$ cat src/rtl/ist_pkg.sv
// Shared types, sizes and request codes of the integer set table.
`default_nettype none
package ist_pkg;

	localparam int CAPACITY = 64;
	localparam int POS_W    = (CAPACITY > 1) ? $clog2(CAPACITY) : 1;
	localparam int CNT_W    = $clog2(CAPACITY + 1);
	localparam int VAL_W    = 32;

	typedef enum logic [1:0] {
		REQ_ADD    = 2'd0,
		REQ_REMOVE = 2'd1,
		REQ_QUERY  = 2'd2
	} req_code_t;

	// broadcast from the controller to every cell
	typedef struct packed {
		logic             cap;
		logic [VAL_W-1:0] cmp_value;
		logic             add_go;
		logic             rem_go;
		logic [VAL_W-1:0] wr_value;
		logic [VAL_W-1:0] tail;
	} cell_cmd_t;

	typedef struct packed {
		logic             occ;
		logic             last;
		logic             match;
		logic [VAL_W-1:0] val;
	} cell_stat_t;

endpackage
`default_nettype wire

$ cat src/rtl/ist_cell.sv
// One table slot: stored value, occupancy bit and registered match flag.
`default_nettype none
module ist_cell (
	input  wire                  clk,
	input  wire                  arst_n,
	input  ist_pkg::cell_cmd_t   cmd,
	input  wire                  left_occ,
	input  wire                  right_occ,
	output ist_pkg::cell_stat_t  stat
);

	logic                      occ_q;
	logic                      match_q;
	logic [ist_pkg::VAL_W-1:0] val_q;
	logic                      is_last;
	logic                      is_free_head;

	// occupied cells form a run from slot 0; neighbors mark its ends
	assign is_last      = occ_q & ~right_occ;
	assign is_free_head = ~occ_q & left_occ;

	always_ff @(posedge clk or negedge arst_n) begin
		if (!arst_n) begin
			occ_q   <= 1'b0;
			match_q <= 1'b0;
		end else begin
			if (cmd.cap) begin
				match_q <= occ_q & (val_q == cmd.cmp_value);
			end
			if (cmd.add_go && is_free_head) begin
				occ_q <= 1'b1;
			end else if (cmd.rem_go && is_last) begin
				occ_q <= 1'b0;
			end
		end
	end

	always_ff @(posedge clk) begin
		if (cmd.add_go && is_free_head) begin
			val_q <= cmd.wr_value;
		end else if (cmd.rem_go && match_q) begin
			// fill the hole with the last entry
			val_q <= cmd.tail;
		end
	end

	assign stat.occ   = occ_q;
	assign stat.last  = is_last;
	assign stat.match = match_q;
	assign stat.val   = val_q;

endmodule
`default_nettype wire
$ cat config.mk
export PLATFORM = sky130hd
export DESIGN_NAME = ist_cell
export DESIGN_NICKNAME = d
export VERILOG_FILES = /design/src/rtl/ist_pkg.sv /design/src/rtl/ist_cell.sv
export SDC_FILE = /design/constraint.sdc
export NUM_CORES = 1
export LEC_CHECK = 0
export BUFFER_PORTS_ARGS = -buffer_cell sky130_fd_sc_hd__buf_2
export CAP_MARGIN = 20
export CELL_PAD_IN_SITES_DETAIL_PLACEMENT = 0
export CELL_PAD_IN_SITES_GLOBAL_PLACEMENT = 2
export CORE_MARGIN = 2
export CORE_UTILIZATION = 24
export CTS_BUF_LIST = sky130_fd_sc_hd__clkbuf_4
export DETAILED_ROUTE_END_ITERATION = 12
export HOLD_SLACK_MARGIN = 0.1
export PLACE_DENSITY = 0.81
export SYNTH_ARGS = -nofsm -noshare
export SYNTH_HDL_FRONTEND = slang
export SYNTH_SLANG_ARGS = --single-unit
$ cat constraint.sdc
create_clock -name clk -period 2.56 [get_ports clk]
set_clock_uncertainty 0.05 [all_clocks]
set_input_delay 0.256 -clock clk [delete_from_list [all_inputs] [get_ports clk]]
set_output_delay 0.256 -clock clk [all_outputs]
set_load 0.02 [all_outputs]
* Yosys cells after proc, flatten, opt, wreduce, memory -nomap -nowiden
Cells that the tools add are included.
Storage, ports and cells: output and inout port bits 35, bits of input ports 103, bits in registers 34, word-level logic and storage cells 18
Operators by class: bitwise operators 5, multiplexer cells 4, reductions and logical operators 5, equal/unequal tests 1
Operator list (count):
- 2-to-1 mux 32 bit | 2
- equality test 32 bit | 1
- nonzero test 2 bit | 2
- bitwise AND 1 bit | 3
- logical AND 1 bit | 3
- 2-to-1 mux 1 bit | 2
- inverter 1 bit | 2

* Logic depth before layout (Yosys ltp)
Gate-level depths: netlist of the first run.
word-level depth 5, mapped depth 4, gate-level depth less buffers 4

* Worst setup path after synthesis of the first run
Ideal clock, no wire load.
kind register to register, start point register occ_q, end point register val_q[0] (netlist bit) (enable), library setup time 0.389 ns, required time 2.121 ns, arrival time 1.592 ns, path buffers 1, cell stages (with the launch flop) 4, period minus slack after synthesis 2.032 ns, setup slack 0.528 ns, cells stage by stage dfrtp_1 > nand3b_1 > buf_2 > nand2_1
Between the ends: longest elaborated chain between the ends 4
RTL lines:
- start: declaration | RTL line ist_cell.sv:12 | logic occ_q;
- start signal: assignment | RTL line ist_cell.sv:24 | occ_q <= 1'b0;
- start signal: assignment | RTL line ist_cell.sv:31 | occ_q <= 1'b1;
- start signal: assignment | RTL line ist_cell.sv:33 | occ_q <= 1'b0;
- inverter 1 bit | RTL line ist_cell.sv:20 | assign is_free_head = ~occ_q & left_occ;
- bitwise AND 1 bit | RTL line ist_cell.sv:20
- logical AND 1 bit | RTL line ist_cell.sv:39 | if (cmd.add_go && is_free_head) begin
- nonzero test 2 bit (no source line)
- end signal: assignment | RTL line ist_cell.sv:40 | val_q <= cmd.wr_value;
- end signal: assignment | RTL line ist_cell.sv:43 | val_q <= cmd.tail;
- end: declaration | RTL line ist_cell.sv:14 | logic [ist_pkg::VAL_W-1:0] val_q;
No other way between the ends. A chain may end at the register's enable or synchronous reset.

* Final worst setup path of the first run
start point register occ_q, end point register val_q[4] (netlist bit) (data pin)
Between the ends: longest elaborated chain between the ends 4
RTL lines (RTL line):
- inverter 1 bit | ist_cell.sv:20
- bitwise AND 1 bit | ist_cell.sv:20
- logical AND 1 bit | ist_cell.sv:39
- 2-to-1 mux 32 bit | ist_cell.sv:39
No other way between the ends.

==> out/qor.txt, run 1 <==
Status: completed
Number of CTS-inserted buffers: 5
Final std cells w/o fill: 365
Via count of the first global-routing pass: 1547
Count of filler cells inserted in the layout: 784
Antenna viol nets, final: 0
Weighted congestion reported at the end of routability-driven placement: 0.735
Clock sink total: 34
Ratio of total power to cell area: 475 nW/µm²
Post-synthesis instance total: 124
Layout overhead on the synthesized area: 46.9%
Source of the worst register-to-register timing path: occ_q$_DFFE_PN0P_
Netlist Area Pre-Place: 1820 µm²
Arrival time at the worst endpoint: 1690 ps
Required @ worst endpoint: 2580 ps
Largest cells by area after synthesis: sky130_fd_sc_hd__edfxtp_1 (53%), sky130_fd_sc_hd__mux2_2 (17%), sky130_fd_sc_hd__xnor2_1 (7.7%), sky130_fd_sc_hd__xor2_1 (7.7%), sky130_fd_sc_hd__dfrtp_1 (2.8%)
Total wire length: 4.76 mm
Chip Height: 91.0 µm
Hold Path Cell Cnt: 2
Total die area: 8290 µm²
Clock insertion delay at the later pin of the skew report: 320 ps
Most area-hungry cell type in the Yosys netlist: sky130_fd_sc_hd__edfxtp_1
Via-per-instance ratio: 4.16
Family with the most delay on the worst path: buffers and inverters
Placed cell count: 356
Critical path peak fanout: 33
Worst rel slew slack: 0.695
R2r worst-path depth: 3
Number of endpoints with negative hold slack in the final report: 0
RSZ-0062 raised after global routing: no
Minimum setup slack among reg-to-reg paths: 890 ps
Initial antenna violation count: 0
Post-synth top flop: sky130_fd_sc_hd__edfxtp_1
Area of the core: 7290 µm²
Worst min path class: in2reg
Count of cells resized by post-cts repair: 0
Quantity of hold-fixing buffers added after cts: 1
Syn. warnings: 0
Detailed Place HPWL: 3.77 mm
Critical path buffer and inverter count: 1
Kind of critical path: reg2reg
Pins Over Slew Limit: 0
Number of max-capacitance violations reported: 0
Peak per-stage delay on the critical path: 420 ps
Maximum number of pins on one net before global-route repair: 34
Starting DRC count in detailed routing: 44
Async set-reset flop share out of synthesis: 0.0588
Buffer cell driving the clock tree root: sky130_fd_sc_hd__clkbuf_4
Die span in x: 91.0 µm
GRT Overall Usage: 0.113
RR Endpoint: val_q[4]$_DFFE_PP_
Final count of negative-setup-slack endpoints: 0
Clock-pin transition on the worst setup and hold timing paths: 100 ps
Number of search-and-repair iterations in the first detailed-routing pass: 5
Fmax achieved: 598 MHz
Static Leak: 1.18 nW
Count of unresolved DRC violations after routing: 0
CTS HTree Levels: 2
Endpoint of the worst hold path: val_q[5]$_DFFE_PP_
Setup fix buffers added after clock tree synthesis: 0
Sequential fraction of the synthesis area: 0.556
Most frequent cells after synthesis: sky130_fd_sc_hd__edfxtp_1 (32), sky130_fd_sc_hd__mux2_2 (28), sky130_fd_sc_hd__xnor2_1 (16), sky130_fd_sc_hd__xor2_1 (16)
Count of standard-cell rows: 31
Net count of the finished layout: 368
Max Root-Sink Buffers: 2
Number of enable-type register cells in the synthesized netlist: 32
Portion of the clock cycle consumed by the worst path in the final layout: 0.653
Effective utilization at floorplan: 0.249
Yosys top cell area share: 0.529
Min Hold Slack: 159 ps
Overflow left after global routing: 0
Final critical-path required period: 1670 ps
Worst-path cell chain: nand3b_1 -> buf_4 -> mux2_2
Startpoint of the worst hold path: cmd[37]
Count of port buffers added during placement: 137
Diodes inserted: 0
Count leader, synth: sky130_fd_sc_hd__edfxtp_1
Count of boundary I/O pins: 138
Fraction of final layout cells with drive strength greater than 1: 0.665
Cell type of the slowest stage on the worst timing path: sky130_fd_sc_hd__buf_4
Setup TNS: 0 ps
Seq cells post-synth: 34
Average wire per cell in the routed design: 13.0 µm
Slew at the pin closest to its max-slew limit: 457 ps
CTS tree: yes
Average instance area after synthesis: 14.7 µm²
Cell variety after synth: 20
Category of the worst setup path capture point: flop
Synthesized Nets: 227
Wire length of the first global-routing pass: 7.31 mm
Via count: 1520
Largest vdd supply drop: 0.000159 V
Crit path launch type: flop
-- cells in the final DEF, fill, tap and decap left out --
master                            n
sky130_fd_sc_hd__buf_2          137
sky130_fd_sc_hd__buf_4            2
sky130_fd_sc_hd__clkbuf_4         7
sky130_fd_sc_hd__clkinv_1         1
sky130_fd_sc_hd__dfrtp_1          2
sky130_fd_sc_hd__dlygate4sd3_1    1
sky130_fd_sc_hd__edfxtp_1        32
sky130_fd_sc_hd__inv_1            1
sky130_fd_sc_hd__mux2_1           4
sky130_fd_sc_hd__mux2_2          28
sky130_fd_sc_hd__nand2_1          3
sky130_fd_sc_hd__nand3_1          2
sky130_fd_sc_hd__nand3b_1         1
sky130_fd_sc_hd__nand4_1          3
sky130_fd_sc_hd__nand4_2          1
sky130_fd_sc_hd__nor2b_1          1
sky130_fd_sc_hd__nor4_1           4
sky130_fd_sc_hd__o21ai_0          1
sky130_fd_sc_hd__o31ai_2          1
sky130_fd_sc_hd__or2b_2           1
sky130_fd_sc_hd__or4_1            1
sky130_fd_sc_hd__xnor2_1         16
sky130_fd_sc_hd__xor2_1          16
-- state kept, by name, indices dropped and copies added (netlist names) --
signal   cells
match_q      1
occ_q        1
val_q       32
-- cell type report --
type,count,area (µm²),share of cell area
Tap cell,99,124,0.0464
Timing Repair Buffer,140,711,0.266
Clock inverter,1,3.75,0.00141
Clock buffer,7,52.6,0.0197
Sequential cell,34,1010,0.378
Inverter,1,3.75,0.00141
Multi-Input combinational cell,83,766,0.287
-- through the flow --
step	setup slack [ps]	instance area [µm²]	total power [mW]	utilization
finish	888	2670	1.27	0.366
global route	787	2670	1.34	0.366
CTS	878	2670	1.30	0.366
detailed placement	889	2610	0.987	0.357
global placement	917	2610	0.984	0.357
floorplan	528	1820	0.858	-
-- worst max-delay path by stage --
stage,startpoint,endpoint,slack [ps],cells past startpoint
floorplan,occ_q$_DFFE_PN0P_,val_q[0]$_DFFE_PP_,530,3
global placement,occ_q$_DFFE_PN0P_,val_q[12]$_DFFE_PP_,920,3
detailed placement,occ_q$_DFFE_PN0P_,val_q[7]$_DFFE_PP_,890,3
CTS,occ_q$_DFFE_PN0P_,val_q[4]$_DFFE_PP_,880,3
global route,occ_q$_DFFE_PN0P_,val_q[29]$_DFFE_PP_,790,3
finish,occ_q$_DFFE_PN0P_,val_q[4]$_DFFE_PP_,890,3
-- layer usage --
layer | up-vias | track usage | routed length [µm]
met2 | 80 | 0.197 | 2440
met1 | 697 | 0.131 | 1860
met3 | 8 | 0.0282 | 347
met5 | - | 0 | 0
met4 | 0 | 0.0455 | 116
li1 | 735 | - | -
-- kinds of logic after synthesis --
logic type      Yosys count  synth area share
simple gates             17            0.0592
compound gates            2           0.00963
flops                    34             0.556
buf+inv                   7            0.0227
xor+xnor                 32             0.154
mux                      32             0.198
-- power breakdown --
group | total [mW] | internal, mW | switching [mW]
sequential | 0.676 | 0.655 | 0.0209
clock | 0.297 | 0.127 | 0.170
combinational | 0.296 | 0.154 | 0.142
total | 1.27 | 0.936 | 0.332
(Power assumes the default switching activity.)
==> inputs of run 2 (changes only) <==
--- a/config.mk
+++ b/config.mk
@@ -5,16 +5,17 @@
 export SDC_FILE = /design/constraint.sdc
 export NUM_CORES = 1
 export LEC_CHECK = 0
+export ABC_AREA = 1
 export BUFFER_PORTS_ARGS = -buffer_cell sky130_fd_sc_hd__buf_2
 export CAP_MARGIN = 20
 export CELL_PAD_IN_SITES_DETAIL_PLACEMENT = 0
 export CELL_PAD_IN_SITES_GLOBAL_PLACEMENT = 2
 export CORE_MARGIN = 2
-export CORE_UTILIZATION = 24
+export CORE_UTILIZATION = 22
 export CTS_BUF_LIST = sky130_fd_sc_hd__clkbuf_4
 export DETAILED_ROUTE_END_ITERATION = 12
 export HOLD_SLACK_MARGIN = 0.1
-export PLACE_DENSITY = 0.81
+export PLACE_DENSITY = 0.77
 export SYNTH_ARGS = -nofsm -noshare
 export SYNTH_HDL_FRONTEND = slang
 export SYNTH_SLANG_ARGS = --single-unit
==> constraint.sdc (replaced) <==
create_clock -name clk -period 1.4 [get_ports clk]
set_clock_uncertainty 0.05 [all_clocks]
set_input_delay 0.14 -clock clk [delete_from_list [all_inputs] [get_ports clk]]
set_output_delay 0.14 -clock clk [all_outputs]
set_load 0.02 [all_outputs]
==> out/qor.txt, run 2 <==
Yosys top cell area share: 0.449 (-0.0794)
Effective utilization at floorplan: 0.229 (-0.0199)
Leading cell type in the layout, fill and taps excluded: sky130_fd_sc_hd__buf_2
Largest register by flop count: val_q
Area of the core: 9330 µm² (+28%)
Fraction of synthesized area in multiplexers: 0.219 (+0.0211)
Cell variety after synth: 17 (-15%)
Status: completed
Seq cells post-synth: 34 (unchanged)
Slew at the pin closest to its max-slew limit: 188 ps (-269 ps)
Count of unresolved DRC violations after routing: 0 (unchanged)
Fmax achieved: 739 MHz (+24%)
Largest vdd supply drop: 0.000285 V (+79%)
Average instance area after synthesis: 10.3 µm² (-30%)
Fraction of the mapped netlist area in simple logic gates: 0.156 (+0.0964)
Antenna viol nets, final: 0 (unchanged)
Detailed Place HPWL: 4.74 mm (+26%)
Number of enable-type register cells in the synthesized netlist: 32 (unchanged)
Total wire length: 6.37 mm (+34%)
Min Hold Slack: 247 ps (+87.9 ps)
Critical path peak fanout: 17 (-48%)
Peak per-stage delay on the critical path: 400 ps (-20 ps)
Diodes inserted: 0 (unchanged)
Category of the worst setup path capture point: flop
Count of standard-cell rows: 35 (+13%)
Buffer cell driving the clock tree root: sky130_fd_sc_hd__clkbuf_4
Arrival time at the worst endpoint: 1380 ps (-310 ps)
Fraction of the mapped netlist area in adder cells: 0 (unchanged)
Portion of the clock cycle consumed by the worst path in the final layout: 0.966 (+0.313)
GRT Overall Usage: 0.118 (+0.00495)
Weighted congestion reported at the end of routability-driven placement: 0.745 (+1.3%)
Met1 Routed Length: 2.59 mm (+39%)
Number of CTS-inserted buffers: 5 (unchanged)
Dominant combinational cell family by area after synthesis: multiplexers
Pins Over Slew Limit: 0 (unchanged)
Post-synth top flop: sky130_fd_sc_hd__edfxtp_1
Family with the most delay on the worst path: flip-flops
Via-per-instance ratio: 3.82 (-8.3%)
Number of endpoints with negative hold slack in the final report: 0 (unchanged)
Die span in x: 103 µm (+13%)
Clock-pin transition on the worst setup and hold timing paths: 100 ps (about the same)
Post-synthesis xor/xnor area fraction: 0.0491 (-0.105)
Number of max-capacitance violations reported: 0 (unchanged)
Top routing layer in use: met4
Overflow left after global routing: 0 (unchanged)
Sequential fraction of the synthesis area: 0.473 (-0.0836)
Most used cells in the layout excluding fill and tap cells: sky130_fd_sc_hd__buf_2 (137), sky130_fd_sc_hd__dlygate4sd3_1 (71), sky130_fd_sc_hd__nand2_1 (53)
Count leader, synth: sky130_fd_sc_hd__nand2_1
Required @ worst endpoint: 1430 ps (-1150 ps)
Net count of the finished layout: 525 (+43%)
RSZ-0062 raised after global routing: yes
Worst min path class: in2reg
Max Root-Sink Buffers: 2 (unchanged)
Flip-flop count of the largest register after layout: 32 (unchanged)
Fraction of final layout cells with drive strength greater than 1: 0.442 (-0.223)
Netlist Area Pre-Place: 2140 µm² (+18%)
Post-Layout Inst Area: 3830 µm² (+43%)
Final critical-path required period: 1350 ps (-319 ps)
Synth Area in Compound Gates: 0.0105 (+0.000891)
Static Leak: 1.94 nW (+64%)
Total die area: 10500 µm² (+27%)
Cell Area, Placed: 3030 µm² (+16%)
Detail Route met2 WL: 3.32 mm (+36%)
Via count of the first global-routing pass: 2163 (+40%)
Most area-hungry cell type in the Yosys netlist: sky130_fd_sc_hd__edfxtp_1
Crit path launch type: flop
Layout overhead on the synthesized area: 79.1%
Via count: 2109 (+39%)
Setup fix buffers added after clock tree synthesis: 0 (unchanged)
Worst rel slew slack: 0.875 (+0.179)
Wire length of the first global-routing pass: 9.47 mm (+30%)
Kind of critical path: reg2reg
Most frequent cells after synthesis: sky130_fd_sc_hd__nand2_1 (54), sky130_fd_sc_hd__inv_1 (37), sky130_fd_sc_hd__edfxtp_1 (32)
CTS tree: yes
Average wire per cell in the routed design: 11.5 µm (-11%)
Final count of negative-setup-slack endpoints: 0 (unchanged)
Post-synthesis instance total: 207 (+67%)
Number of search-and-repair iterations in the first detailed-routing pass: 3 (-2)
Starting DRC count in detailed routing: 37 (-16%)
Syn. warnings: 0 (unchanged)
Chip Height: 103 µm (+13%)
Clock sink total: 34 (unchanged)
Clock insertion delay at the later pin of the skew report: 330 ps (about the same)
Count of boundary I/O pins: 138 (unchanged)
Synthesized Nets: 310 (+37%)
Registers with the most flip-flops: val_q (32), match_q (1), occ_q (1)
Worst-path cell chain: inv_2 -> nand3_4 -> buf_12 -> mux2_4
Cell type of the slowest stage on the worst timing path: sky130_fd_sc_hd__dfrtp_1
Setup TNS: 0 ps (unchanged)
Maximum number of pins on one net before global-route repair: 18 (-47%)
Largest cells by area after synthesis: sky130_fd_sc_hd__edfxtp_1 (45%), sky130_fd_sc_hd__mux2_4 (20%), sky130_fd_sc_hd__nand2_1 (9.5%), sky130_fd_sc_hd__inv_1 (6.5%), sky130_fd_sc_hd__xnor2_1 (4.1%)
Async set-reset flop share out of synthesis: 0.0588 (unchanged)
Critical path buffer and inverter count: 2 (+1)
Ratio of total power to cell area: 681 nW/µm² (+43%)
Routed wl met3: 394 µm (+14%)
Count of port buffers added during placement: 137 (unchanged)
Initial antenna violation count: 0 (unchanged)
CTS HTree Levels: 2 (unchanged)
## run 2: final timing paths
kind,from,cells after the start,to,slack [ps]
worst max-delay path,occ_q$_DFFE_PN0P_,4,val_q[8]$_DFFE_PP_,50
worst min-delay path,cmd[88],8,match_q$_DFFE_PN0P_,250
worst max register to register,occ_q$_DFFE_PN0P_,4,val_q[8]$_DFFE_PP_,50
worst min register to register,match_q$_DFFE_PN0P_,2,match_q$_DFFE_PN0P_,480
max in group asynchronous,arst_n,3,match_q$_DFFE_PN0P_,530
min in group asynchronous,arst_n,3,occ_q$_DFFE_PN0P_,640
## run 2: kinds of logic after synthesis
group | count (synthesis)
AO/OA/AOI/OAI | 4
XOR/XNOR | 12
buffers and inverters | 44
flip-flops | 34
multiplexers | 32
AND/OR/NAND/NOR | 81
## run 2: metrics by stage
step                power, mW   util  worst slack (ps)  std cells
floorplan                1.62      -              19.2        207
global placement         1.89  0.324              79.6        472
detailed placement       1.90  0.324              57.5        472
CTS                      2.64  0.407              31.8        551
global route             2.78  0.411             -4.77        552
finish                   2.61  0.411              47.0        552
## run 2: repair_timing
| item | in CTS | in global routing |
|---|---|---|
| hold buffers | 71 | 0 |
| endpoints found under the hold margin | 36 | 0 |
| gates resized for setup | 0 | 2 |
| endpoints found under the setup margin | 0 | 8 |
## run 2: layout make-up
class | instances | area [µm²]
multi-input combinational | 129 | 948
timing repair buffer | 214 | 1510
tap | 129 | 161
fill | 937 | 5500
clock buffer | 8 | 60.1
sequential | 34 | 1010
inverter | 38 | 143
## run 2: where the power goes
part	switching (mW)	total (mW)	leakage [nW]	internal (mW)
logic	0.329	0.818	1.59	0.489
registers	0.0329	1.22	0.318	1.18
clock network	0.317	0.576	0.0368	0.259
total	0.679	2.61	1.94	1.93
## run 2: worst register-to-register path: stages, from the launching register on
cell                      delay [ps]
sky130_fd_sc_hd__dfrtp_1         400
sky130_fd_sc_hd__inv_2            80
sky130_fd_sc_hd__nand3_4          90
sky130_fd_sc_hd__buf_12          180
sky130_fd_sc_hd__mux2_4          320
## run 2: metal layers
metal / track usage / vias up
met5: 0 / -
met3: 0.0231 / 5
li1: - / 1093
met4: 0.0338 / 0
met2: 0.231 / 83
met1: 0.126 / 928
==> inputs of run 3 (changes only) <==
--- a/config.mk
+++ b/config.mk
@@ -14,6 +14,7 @@
 export CORE_UTILIZATION = 22
 export CTS_BUF_LIST = sky130_fd_sc_hd__clkbuf_4
 export DETAILED_ROUTE_END_ITERATION = 12
+export GPL_TIMING_DRIVEN = 0
 export HOLD_SLACK_MARGIN = 0.1
 export PLACE_DENSITY = 0.77
 export SYNTH_ARGS = -nofsm -noshare
==> out/qor.txt, run 3 (synthesis gave the netlist of run 2 again) <==
Critical path peak fanout: 11 (-6)
Least setup slack across all paths after layout: -41.6 ps (-88.5 ps)
Count of standard-cell rows: 35 (unchanged)
Failing checks: negative setup slack
Clock sink total: 34 (unchanged)
Final count of negative-setup-slack endpoints: 29 (+29)
Final critical-path required period: 1440 ps (+88.5 ps)
Setup TNS: -634 ps (-634 ps)
Weighted congestion reported at the end of routability-driven placement: 0.711 (-4.6%)
Area of the core: 9330 µm² (unchanged)
Worst rel slew slack: 0.754 (-0.120)
Portion of the clock cycle consumed by the worst path in the final layout: 1.03 (+0.0632)
Number of CTS-inserted buffers: 5 (unchanged)
Required @ worst endpoint: 1440 ps (about the same)
Clock-pin transition on the worst setup and hold timing paths: 110 ps (about the same)
Number of search-and-repair iterations in the first detailed-routing pass: 4 (+1)
Kind of critical path: reg2reg
Total wire length: 6.70 mm (+5.1%)
Pins Over Slew Limit: 0 (unchanged)
Slew at the pin closest to its max-slew limit: 367 ps (+180 ps)
Diodes inserted: 0 (unchanged)
Category of the worst setup path capture point: flop
CTS HTree Levels: 2 (unchanged)
Count of boundary I/O pins: 138 (unchanged)
Net count of the finished layout: 529 (+0.76%)
Antenna viol nets, final: 0 (unchanged)
Effective utilization at floorplan: 0.229 (unchanged)
Quantity of hold-fixing buffers added after cts: 70 (-1.4%)
Clock insertion delay at the later pin of the skew report: 330 ps (about the same)
Largest vdd supply drop: 0.000298 V (+4.5%)
Ratio of total power to cell area: 679 nW/µm² (-0.37%)
Arrival time at the worst endpoint: 1480 ps (+100 ps)
Total die area: 10500 µm² (unchanged)
Overflow left after global routing: 0 (unchanged)
Chip Height: 103 µm (unchanged)
Average wire per cell in the routed design: 12.1 µm (+4.4%)
Die span in x: 103 µm (unchanged)
Layout overhead on the synthesized area: 79.4%
Most used cells in the layout excluding fill and tap cells: sky130_fd_sc_hd__buf_2 (136), sky130_fd_sc_hd__dlygate4sd3_1 (70), sky130_fd_sc_hd__nand2_1 (53)
Leading cell type in the layout, fill and taps excluded: sky130_fd_sc_hd__buf_2
Status: finished with violations
Buffer cell driving the clock tree root: sky130_fd_sc_hd__clkbuf_4
Fraction of final layout cells with drive strength greater than 1: 0.450 (+0.00757)
Wire length of the first global-routing pass: 9.91 mm (+4.7%)
Detailed Place HPWL: 4.49 mm (-5.3%)
Crit path launch type: flop
Min Hold Slack: 79.6 ps (-168 ps)
Static Leak: 1.96 nW (+0.71%)
Maximum number of pins on one net before global-route repair: 17 (-1)
Starting DRC count in detailed routing: 41 (+11%)
Fmax achieved: 694 MHz (-6.1%)
Via count: 2148 (+1.8%)
Number of endpoints with negative hold slack in the final report: 0 (unchanged)
Largest register by flop count: val_q
Via-per-instance ratio: 3.86 (+1.1%)
Initial antenna violation count: 0 (unchanged)
Post-Layout Inst Area: 3840 µm² (+0.13%)
Count of unresolved DRC violations after routing: 0 (unchanged)
CTS tree: yes
Registers with the most flip-flops: val_q (32), match_q (1), occ_q (1)
Max Root-Sink Buffers: 2 (unchanged)
Flip-flop count of the largest register after layout: 32 (unchanged)
Number of max-capacitance violations reported: 0 (unchanged)
RSZ-0062 raised after global routing: yes
Post-placement worst setup slack: -247 ps (-305 ps)
Count of port buffers added during placement: 137 (unchanged)
GRT Overall Usage: 0.124 (+0.00590)
Via count of the first global-routing pass: 2237 (+3.4%)
Worst min path class: in2reg
Cell Area, Placed: 2990 µm² (-1.0%)
## run 3: final timing paths
check | startpoint | end | slack, ps | cells after the start
worst max register to register | occ_q$_DFFE_PN0P_ | val_q[26]$_DFFE_PP_ | -40 | 4
min in group asynchronous | arst_n | occ_q$_DFFE_PN0P_ | 640 | 3
worst min-delay path | cmd[65] | occ_q$_DFFE_PN0P_ | 80 | 3
max in group asynchronous | arst_n | match_q$_DFFE_PN0P_ | 540 | 3
worst min register to register | match_q$_DFFE_PN0P_ | match_q$_DFFE_PN0P_ | 470 | 2
worst max-delay path | occ_q$_DFFE_PN0P_ | val_q[26]$_DFFE_PP_ | -40 | 4
## run 3: area by class of cell
class,instances,area [µm²]
clock inverters,2,8.76
clock buffers,6,45.0
fillers,902,5490
inverters,38,143
well taps,129,161
flip-flops and latches,34,1010
plain buffers,6,73.8
multi-input cells,130,976
repair buffers,211,1420
## run 3: power breakdown
part | leakage (nW) | internal [mW] | switching (mW)
Sequential | 0.318 | 1.18 | 0.0332
Combinational | 1.61 | 0.492 | 0.336
Clock | 0.0331 | 0.208 | 0.350
## run 3: per-stage QoR
stage | utilization | cells | total power [mW]
2_1_floorplan | - | 207 | 1.62
3_3_place_gp | 0.321 | 473 | 1.87
3_5_place_dp | 0.321 | 473 | 1.88
4_1_cts | 0.406 | 553 | 2.63
5_1_grt | 0.411 | 556 | 2.76
6_report | 0.411 | 556 | 2.60
## run 3: timing repair
| item | in CTS | in global routing |
|---|---|---|
| resized for setup | 4 | 5 |
| pin swaps | 0 | 1 |
| buffers inserted | 1 | 3 |
| hold endpoints to repair | 36 | 1 |
| endpoints found under the setup margin | 62 | 48 |
| cloned | 1 | 0 |
## run 3: worst max-delay path, stage by stage, from the launching register on
cell and delay [ps]:
sky130_fd_sc_hd__dfrtp_1 420, sky130_fd_sc_hd__inv_2 80, sky130_fd_sc_hd__nand3_4 140, sky130_fd_sc_hd__buf_12 210
sky130_fd_sc_hd__mux2_4 300
## run 3: layer usage
layer  up-vias  GRT usage  part of all wire
li1       1105          -                 -
met1       952      0.127              0.39
met2        85      0.243              0.54
met3         6     0.0305             0.066
met4         0     0.0369             0.012
met5         -          0                 0
